`config.mk`:
```
export PLATFORM = sky130hd
export DESIGN_NAME = nmea_sentence_checker_core
export DESIGN_NICKNAME = d
export VERILOG_FILES = /design/src/hw/rtl/nmea_chk_pkg.sv /design/src/hw/rtl/nmea_chk_parser.sv /design/src/hw/rtl/nmea_sentence_checker_core.sv
export SDC_FILE = /design/constraint.sdc
export NUM_CORES = 1
export LEC_CHECK = 0
export ABC_AREA = 1
export BUFFER_PORTS_ARGS = -buffer_cell sky130_fd_sc_hd__buf_4
export CORE_AREA = 4 4 74 76
export CTS_CLUSTER_DIAMETER = 100
export DETAILED_ROUTE_END_ITERATION = 10
export DIE_AREA = 0 0 78 80
export PLACE_DENSITY = 0.77
export SLEW_MARGIN = 0
export SYNTH_ARGS = -nofsm -noshare
export SYNTH_HDL_FRONTEND = slang
export SYNTH_SLANG_ARGS = --single-unit
```
`constraint.sdc`:
```
create_clock -name aclk -period 3.61 [get_ports aclk]
set_input_delay 0.361 -clock aclk [delete_from_list [all_inputs] [get_ports aclk]]
set_output_delay 0.361 -clock aclk [all_outputs]
set_load 0.02 [all_outputs]
```
`src/hw/rtl/nmea_chk_pkg.sv`:
```
// ----------------------------------------------------------------------------
// nmea_chk_pkg
// Shared constants, types and helper functions for the NMEA sentence checker.
// ----------------------------------------------------------------------------
package nmea_chk_pkg;

    localparam logic [7:0] CH_DOLLAR = 8'h24;
    localparam logic [7:0] CH_STAR   = 8'h2A;
    localparam logic [7:0] CH_CR     = 8'h0D;

    localparam logic [4:0] HEX_NONE  = 5'd16;
    localparam logic [2:0] ADDR_LEN  = 3'd5;

    localparam logic [1:0] KIND_GGA   = 2'd0;
    localparam logic [1:0] KIND_RMC   = 2'd1;
    localparam logic [1:0] KIND_OTHER = 2'd2;
    localparam logic [1:0] KIND_ERROR = 2'd3;

    typedef struct packed {
        logic       done;
        logic [1:0] kind;
        logic [7:0] computed;
        logic [7:0] received;
    } result_t;

    // Digit value 0..15, or HEX_NONE for a byte that is not a hex digit.
    function automatic logic [4:0] hex_value(input logic [7:0] c);
        logic [7:0] d;
        begin
            d = 8'd0;
            if (c >= 8'h30 && c <= 8'h39) begin
                d = c - 8'h30;
            end else if (c >= 8'h41 && c <= 8'h46) begin
                d = c - 8'h37;
            end else if (c >= 8'h61 && c <= 8'h66) begin
                d = c - 8'h57;
            end else begin
                d = {3'd0, HEX_NONE};
            end
            return d[4:0];
        end
    endfunction

    // Expected address characters "GPGGA" and "GPRMC".
    function automatic logic [7:0] gga_char(input logic [2:0] pos);
        logic [7:0] c;
        begin
            unique case (pos)
                3'd0:    c = 8'h47;
                3'd1:    c = 8'h50;
                3'd2:    c = 8'h47;
                3'd3:    c = 8'h47;
                3'd4:    c = 8'h41;
                default: c = 8'h00;
            endcase
            return c;
        end
    endfunction

    function automatic logic [7:0] rmc_char(input logic [2:0] pos);
        logic [7:0] c;
        begin
            unique case (pos)
                3'd0:    c = 8'h47;
                3'd1:    c = 8'h50;
                3'd2:    c = 8'h52;
                3'd3:    c = 8'h4D;
                3'd4:    c = 8'h43;
                default: c = 8'h00;
            endcase
            return c;
        end
    endfunction

endpackage

```
`src/hw/rtl/nmea_chk_parser.sv`:
```
// ----------------------------------------------------------------------------
// nmea_chk_parser
// Sentence parse state: running XOR, received checksum digits, address match
// and the classification produced on carriage return.
// ----------------------------------------------------------------------------
module nmea_chk_parser (
    input  logic                    aclk,
    input  logic                    aresetn,
    input  logic                    step_en,
    input  logic [7:0]              rx_byte,
    output nmea_chk_pkg::result_t   res
);

    logic       in_sentence_reg, in_sentence_next;
    logic       past_star_reg,   past_star_next;
    logic       hex_active_reg,  hex_active_next;
    logic [7:0] running_xor_reg, running_xor_next;
    logic [7:0] sum_field_reg,   sum_field_next;
    logic [2:0] header_pos_reg,  header_pos_next;
    logic       gga_match_reg,   gga_match_next;
    logic       rmc_match_reg,   rmc_match_next;

    logic [4:0] digit;

    assign digit = nmea_chk_pkg::hex_value(rx_byte);

    always_comb begin
        in_sentence_next = in_sentence_reg;
        past_star_next   = past_star_reg;
        hex_active_next  = hex_active_reg;
        running_xor_next = running_xor_reg;
        sum_field_next   = sum_field_reg;
        header_pos_next  = header_pos_reg;
        gga_match_next   = gga_match_reg;
        rmc_match_next   = rmc_match_reg;

        res.done     = 1'b0;
        res.kind     = nmea_chk_pkg::KIND_OTHER;
        res.computed = running_xor_reg;
        res.received = sum_field_reg;

        if (rx_byte == nmea_chk_pkg::CH_DOLLAR) begin
            in_sentence_next = 1'b1;
            past_star_next   = 1'b0;
            hex_active_next  = 1'b0;
            running_xor_next = 8'd0;
            sum_field_next   = 8'd0;
            header_pos_next  = 3'd0;
            gga_match_next   = 1'b1;
            rmc_match_next   = 1'b1;
        end else if (in_sentence_reg) begin
            if (rx_byte == nmea_chk_pkg::CH_CR) begin
                res.done = step_en;
                if (!past_star_reg || running_xor_reg != sum_field_reg) begin
                    res.kind = nmea_chk_pkg::KIND_ERROR;
                end else if (header_pos_reg == nmea_chk_pkg::ADDR_LEN && gga_match_reg) begin
                    res.kind = nmea_chk_pkg::KIND_GGA;
                end else if (header_pos_reg == nmea_chk_pkg::ADDR_LEN && rmc_match_reg) begin
                    res.kind = nmea_chk_pkg::KIND_RMC;
                end else begin
                    res.kind = nmea_chk_pkg::KIND_OTHER;
                end
                in_sentence_next = 1'b0;
                hex_active_next  = 1'b0;
            end else if (!past_star_reg) begin
                if (rx_byte == nmea_chk_pkg::CH_STAR) begin
                    past_star_next  = 1'b1;
                    hex_active_next = 1'b1;
                end else begin
                    running_xor_next = running_xor_reg ^ rx_byte;
                    if (header_pos_reg < nmea_chk_pkg::ADDR_LEN) begin
                        if (rx_byte != nmea_chk_pkg::gga_char(header_pos_reg)) begin
                            gga_match_next = 1'b0;
                        end
                        if (rx_byte != nmea_chk_pkg::rmc_char(header_pos_reg)) begin
                            rmc_match_next = 1'b0;
                        end
                        header_pos_next = header_pos_reg + 3'd1;
                    end
                end
            end else if (hex_active_reg) begin
                if (digit != nmea_chk_pkg::HEX_NONE) begin
                    sum_field_next = {sum_field_reg[3:0], digit[3:0]};
                end else begin
                    hex_active_next = 1'b0;
                end
            end
        end
    end

    always_ff @(posedge aclk) begin
        if (!aresetn) begin
            in_sentence_reg <= 1'b0;
            past_star_reg   <= 1'b0;
            hex_active_reg  <= 1'b0;
            running_xor_reg <= 8'd0;
            sum_field_reg   <= 8'd0;
            header_pos_reg  <= 3'd0;
            gga_match_reg   <= 1'b0;
            rmc_match_reg   <= 1'b0;
        end else if (step_en) begin
            in_sentence_reg <= in_sentence_next;
            past_star_reg   <= past_star_next;
            hex_active_reg  <= hex_active_next;
            running_xor_reg <= running_xor_next;
            sum_field_reg   <= sum_field_next;
            header_pos_reg  <= header_pos_next;
            gga_match_reg   <= gga_match_next;
            rmc_match_reg   <= rmc_match_next;
        end
    end

endmodule

```
`src/hw/rtl/nmea_sentence_checker_core.sv`:
```
// ----------------------------------------------------------------------------
// nmea_sentence_checker_core
// Checks NMEA 0183 sentences byte by byte and reports one result per sentence.
// ----------------------------------------------------------------------------
// A result is registered on m_ when its carriage return leaves the input register.
// The block takes one byte per cycle while no result is left waiting on m_.
// A result left waiting on m_ holds the byte in the input register, and s_ready
// then follows m_ready.
// Reset (aresetn low, synchronous) clears all parse state and empties both
// registers; the block accepts bytes on the cycle after reset is released.
module nmea_sentence_checker_core (
    input  logic       aclk,
    input  logic       aresetn,
    input  logic       s_valid,
    output logic       s_ready,
    input  logic [7:0] s_rx_byte,
    output logic       m_valid,
    input  logic       m_ready,
    output logic [1:0] m_sentence_kind,
    output logic [7:0] m_computed_sum,
    output logic [7:0] m_received_sum
);

    logic       in_valid_reg;
    logic [7:0] in_byte_reg;
    logic       out_valid_reg;
    logic [1:0] kind_reg;
    logic [7:0] computed_reg;
    logic [7:0] received_reg;
    logic       advance;

    nmea_chk_pkg::result_t res;

    // The buffered item moves through the parser only when the result
    // register is free or is being emptied this cycle.
    assign advance = in_valid_reg && (!out_valid_reg || m_ready);
    assign s_ready = !in_valid_reg || advance;

    nmea_chk_parser u_parser (
        .aclk    (aclk),
        .aresetn (aresetn),
        .step_en (advance),
        .rx_byte (in_byte_reg),
        .res     (res)
    );

    always_ff @(posedge aclk) begin
        if (!aresetn) begin
            in_valid_reg <= 1'b0;
        end else if (s_ready) begin
            in_valid_reg <= s_valid;
        end
    end

    always_ff @(posedge aclk) begin
        if (s_valid && s_ready) begin
            in_byte_reg <= s_rx_byte;
        end
    end

    always_ff @(posedge aclk) begin
        if (!aresetn) begin
            out_valid_reg <= 1'b0;
        end else if (res.done) begin
            out_valid_reg <= 1'b1;
        end else if (m_ready) begin
            out_valid_reg <= 1'b0;
        end
    end

    always_ff @(posedge aclk) begin
        if (res.done) begin
            kind_reg     <= res.kind;
            computed_reg <= res.computed;
            received_reg <= res.received;
        end
    end

    assign m_valid         = out_valid_reg;
    assign m_sentence_kind = kind_reg;
    assign m_computed_sum  = computed_reg;
    assign m_received_sum  = received_reg;

endmodule
```
# After elaboration in Yosys (flattened, before gate mapping)
# Cells that the tools add are included.
[totals]
wordCells = 148
out_inout_bits = 20
regBits = 52
inputBits = 12
[op_classes]
reduce_logical = 33
muxes = 71
add_sub_neg = 4
bitwise_logic = 3
eq_ne = 15
n_lt_le_gt_ge = 7
[op_table]
columns = ["op", "count"]
rows = [
  ["$mux 8", 23],
  ["$pmux 7 s5", 1],
  ["$mux 1", 31],
  ["$mux 3", 9],
  ["$ne 8x8->1", 3],
  ["$pmux 7 s3", 1],
  ["$eq 8x6->1 const B", 2],
  ["$ge 8x7->1 const B", 2],
  ["$le 8x7->1 const B", 2],
  ["$reduce_bool 2->1", 8],
  ["$mux 5", 3],
  ["$sub 5x5->5 const B", 3],
  ["$reduce_and 7->1", 2],
  ["$reduce_and 6->1", 2],
  ["$eq 8x4->1 const B", 1],
  ["$ge 8x6->1 const B", 1],
  ["$le 8x6->1 const B", 1],
  ["$xor 8x8->8", 1],
  ["$logic_and 1x1->1", 7],
  ["$eq 3x2->1 const B", 2],
  ["$eq 3x3->1 const B", 2],
  ["$mux 2", 3],
  ["$reduce_and 3->1", 2],
  ["$reduce_or 3->1", 2],
  ["13 further kinds", 19],
]

# Depth between registers and ports, before layout
[depth]
word_depth = 17
depth_mapped = 13
ltp_nobuf = 12

# By module
# Synthesis repeated with hierarchy kept, for this count alone.
[hier_totals]
cells_unflattened = 326
area_unflattened_um2 = 2725.1
[by_module_without_submodules]
columns = ["module", "seq_area_each_um2", "area_each_um2", "cells_per_inst", "instances"]
rows = [
  ["nmea_chk_parser", 480.5, 1850.5, 288, 1],
  ["nmea_sentence_checker_core", 820.8, 874.6, 38, 1],
]

# Least setup slack after synthesis
# Ideal clock, no wire load.
[synth_path]
path_kind = "reg2reg"
start = "reg in_byte_reg[1]"
end = "reg computed_reg[0] (netlist: m_computed_sum[0]) (enable)"
period_less_slack_ps = 2690
t_required_ps = 3192
setup_time_ps = 418
path_slack_ps = 920
path_stages_with_launch = 5
n_path_buf = 0
arrival_ps = 2271
cell_sequence = "edfxtp_1 > inv_1 > ha_1 > nand4_1 > nor3_1"
[synth_rtl]
columns = ["element", "line_no", "rtl"]
rows = [
  ["start: declaration", "nmea_sentence_checker_core.sv:25", "logic [7:0] in_byte_reg;"],
  ["start signal: assignment", "nmea_sentence_checker_core.sv:57", "in_byte_reg <= s_rx_byte;"],
  ["end signal: assignment", "nmea_sentence_checker_core.sv:74", "computed_reg <= res.computed;"],
  ["end: declaration", "nmea_sentence_checker_core.sv:28", "logic [7:0] computed_reg;"],
]

# Worst setup path after layout
[layout_path]
start = "reg in_byte_reg[0]"
end = "reg u_parser.running_xor_reg[3]"
[layout_via]
elab_chain_len = 3
elab_cells_between_ends = 9
cone_classes = "6 x eq/ne; 1 x mux; 2 x reduce/logical"
[layout_lines]
columns = ["element", "line_no", "rtl"]
rows = [
  ["$eq 8x6->1 (tied with other cells)", "nmea_chk_parser.sv:42", "if (rx_byte == nmea_chk_pkg::CH_DOLLAR) begin"],
  ["$ne 2x2->1 (no source line) (tied with other cells)", "-", ""],
  ["$reduce_and 5->1 (no source line)", "-", ""],
  ["end signal: assignment", "nmea_chk_parser.sv:105", "running_xor_reg <= running_xor_next;"],
  ["end: declaration", "nmea_chk_parser.sv:17", "logic [7:0] running_xor_reg, running_xor_next;"],
]
# Parallel ways exist; a longest one is shown, timed or not.
# A chain may end at the register's enable or synchronous reset.

==> summary.txt <==
Run status
  – Status: complete, no violations

STA
  – Layout Skew: 8.09 ps
  – Fmax: 474 MHz
  – Rel. slew slack: 72.3%
  – Worst Hold Slack: 212 ps
  – Final setup margin: 1500 ps
  – Final Hold Fails: 0
  – Worst-Margin Slew: 415 ps
  – Tcrit/Tclk final: 58.5%
  – Slew Viols, Final: 0
  – RSZ-0062 raised after global routing: false
  – Setup TNS: 0 ps
  – Tmin final: 2110 ps
  – # setup viols final: 0

Pwr
  – Lkg Pwr: 1.37 nW
  – VDD IR max: 0.000177 V
  – Reg power frac: 61.0%
  – Power after layout: 1.04 mW
  – Internal Power: 0.785 mW
  – Net switching power: 0.252 mW
  – Logic gate share of total power: 5.2%
  – Pwr dens: 337 nW/µm²
  – Clock power frac: 33.8%
  – Switch share: 24.3%

Place
  – Place WS: 1530 ps
  – IO buf count: 31
  – Placed insts: 414
  – GPL Wtd Cong: 0.881
  – HPWL Detailed: 4360 µm

CTS
  – CTS tree: yes
  – Clk_lat worst skew: 320 ps
  – Post-cts sizing count: 0
  – Number of CTS-inserted buffers: 5
  – Clock transition at path regs: 100 ps
  – Post-CTS Setup Inserts: 0
  – Hold Buf Count CTS: 0
  – Clock root buffer: clkbuf_8
  – CTS sink count: 52
  – Clock Path Buffers: 2
  – H-Tree Depth: 2

Logic synthesis
  – Synth Cell Area: 2690 µm²
  – Synthesis-stage register bit count: 52
  – Post-synthesis cell count: 320
  – Top post-synthesis cells by area: edfxtp_1, dfxtp_1, nand2_1
  – Synth unique cells: 35
  – Fraction of synthesis flops using an asynchronous set or reset pin: 0%
  – Synth warn: 0
  – Yosys top cell by area: edfxtp_1
  – Ys flop type: edfxtp_1
  – Average size of a mapped cell: 8.40 µm²
  – Commonest cells in the synthesized netlist: nand2_1, inv_1, nand3_1, nor2_1
  – Synth top area share: 29.0%
  – Seq/Total Area, Yosys: 48.4%
  – Post-synth EDFFs: 26
  – Syn Nets: 341
  – Count leader, synth: nand2_1

Worst setup path
  – CP startpoint: in_byte_reg[0]
  – Worst path arrival time: 2320 ps
  – Crit Path Class: reg -> reg
  – Worst setup SP type: flip-flop
  – Worst Setup End Kind: flip-flop
  – FF-to-FF Start: in_byte_reg[0]
  – Worst-path fanout max: 19
  – Worst EP required: 3820 ps

Detailed routing
  – Drt drc: 0
  – Routed Antenna Nets: 0
  – DR vias/cell: 5.26
  – Vias: 2218
  – Length of the first detailed-routing pass in iterations: 4
  – Initial drt markers: 152
  – Post-Route WL: 5790 µm
  – WL/cell: 13.7 µm

Global routing
  – Total gr overflow: 0
  – Vias in the first global route: 2109
  – Largest net degree at the start of global routing: 20
  – Tot GR Track Use: 20.7%
  – First-pass GRT wire length: 10100 µm
  – Initial antenna violation count: 0

Cells and area
  – Nets: 375
  – Ratio of cells with drive above 1 in the final layout: 18.9%
  – Antenna diodes: 0
  – Finished Layout Cells: 422
  – Area Overhead vs Synth: 14.5%

Die
  – Initial cell density of the core: 56.9%
  – DIE AREA: 6240 µm²
  – Core ar.: 4720 µm²
  – I/O pin total: 32
  – Die width: 78 µm
  – Die height: 80 µm
  – Num rows: 25

Min path
  – HP Start: s_rx_byte[4]
  – HP Class: in -> reg

Run
  – Max Cap Viol: 0
-- final timing paths --
path	to	slack, ps	depth (start not counted)
hold / removal	in_byte_reg[4]	210	1
hold reg to reg	m_received_sum[5]	440	0
setup / recovery	u_parser.running_xor_reg[3]	1500	11
setup reg to reg	u_parser.running_xor_reg[3]	1500	11
-- through the flow --
| step | util [%] | area, µm² |
|---|---|---|
| floorplan | - | 2690 |
| global placement | 63.2 | 2980 |
| detailed placement | 63.2 | 2980 |
| CTS | 65.2 | 3080 |
| global route | 65.2 | 3080 |
| finish | 65.2 | 3080 |
-- final cells by class --
cell class,count,area [µm²]
inverters,41,154
fillers,410,1650
multi-input cells,222,1200
repair buffers,32,240
flip-flops and latches,52,1300
clock inverters,3,26.3
clock buffers,5,68.8
well taps,67,83.8
-- critical path, stage by stage (launching register included) --
cell      delay (ps)
edfxtp_1         490
inv_1            220
ha_1             210
inv_1             60
nor2_2           140
nand2_4          170
o21ai_2          140
nand3_4          160
inv_2            180
nand2_2           80
nand2_1          100
nor3b_2           50
-- cell families (layout without fill, tap and decap cells) --
| kind of cell | after synthesis | in the layout | synth area share [%] |
|---|---|---|---|
| AND/OR/NAND/NOR | 156 | 156 | 27.4 |
| adder cells (fa/ha/maj) | 9 | 9 | 4.19 |
| AO/OA/AOI/OAI | 46 | 46 | 9.45 |
| XOR/XNOR | 11 | 11 | 3.58 |
| buffers and inverters | 46 | 81 | 7.03 |
| flip-flops | 52 | 52 | 48.4 |
-- placed cells by master, fill, tap and decap left out, types with 2 or more instances in the layout --
cell type,n
nand2_1,74
inv_1,34
buf_4,32
nor2_1,29
nand3_1,29
edfxtp_1,26
dfxtp_1,26
a21oi_1,22
o21ai_0,13
xor2_1,9
ha_1,9
inv_2,7
nor2_2,5
clkbuf_8,5
nand4_1,4
nand2_2,4
o21ai_1,3
nand2_4,2
o21ai_2,2
nor3_1,2
xnor2_1,2
-- metal layers --
metal  vias to the layer above  track usage (%)  share of wire [%]
met3                        10             4.97                5.8
met4                         0             7.69                2.2
met2                        72             35.4                 50
met1                      1013             25.1                 42
li1                       1123                -                  -
met5                         -                0                  0
-- power by group through the flow --
| stage | Sequential (mW) | Clock (mW) | Combinational, mW |
|---|---|---|---|
| after floorplan | 0.641 | 0 | 0.0382 |
| after global placement | 0.645 | 0 | 0.0530 |
| after detailed placement | 0.646 | 0 | 0.0534 |
| after CTS | 0.632 | 0.357 | 0.0536 |
| after global routing | 0.633 | 0.391 | 0.0615 |
| final | 0.632 | 0.351 | 0.0538 |
Power figures use the tool's default switching activity.
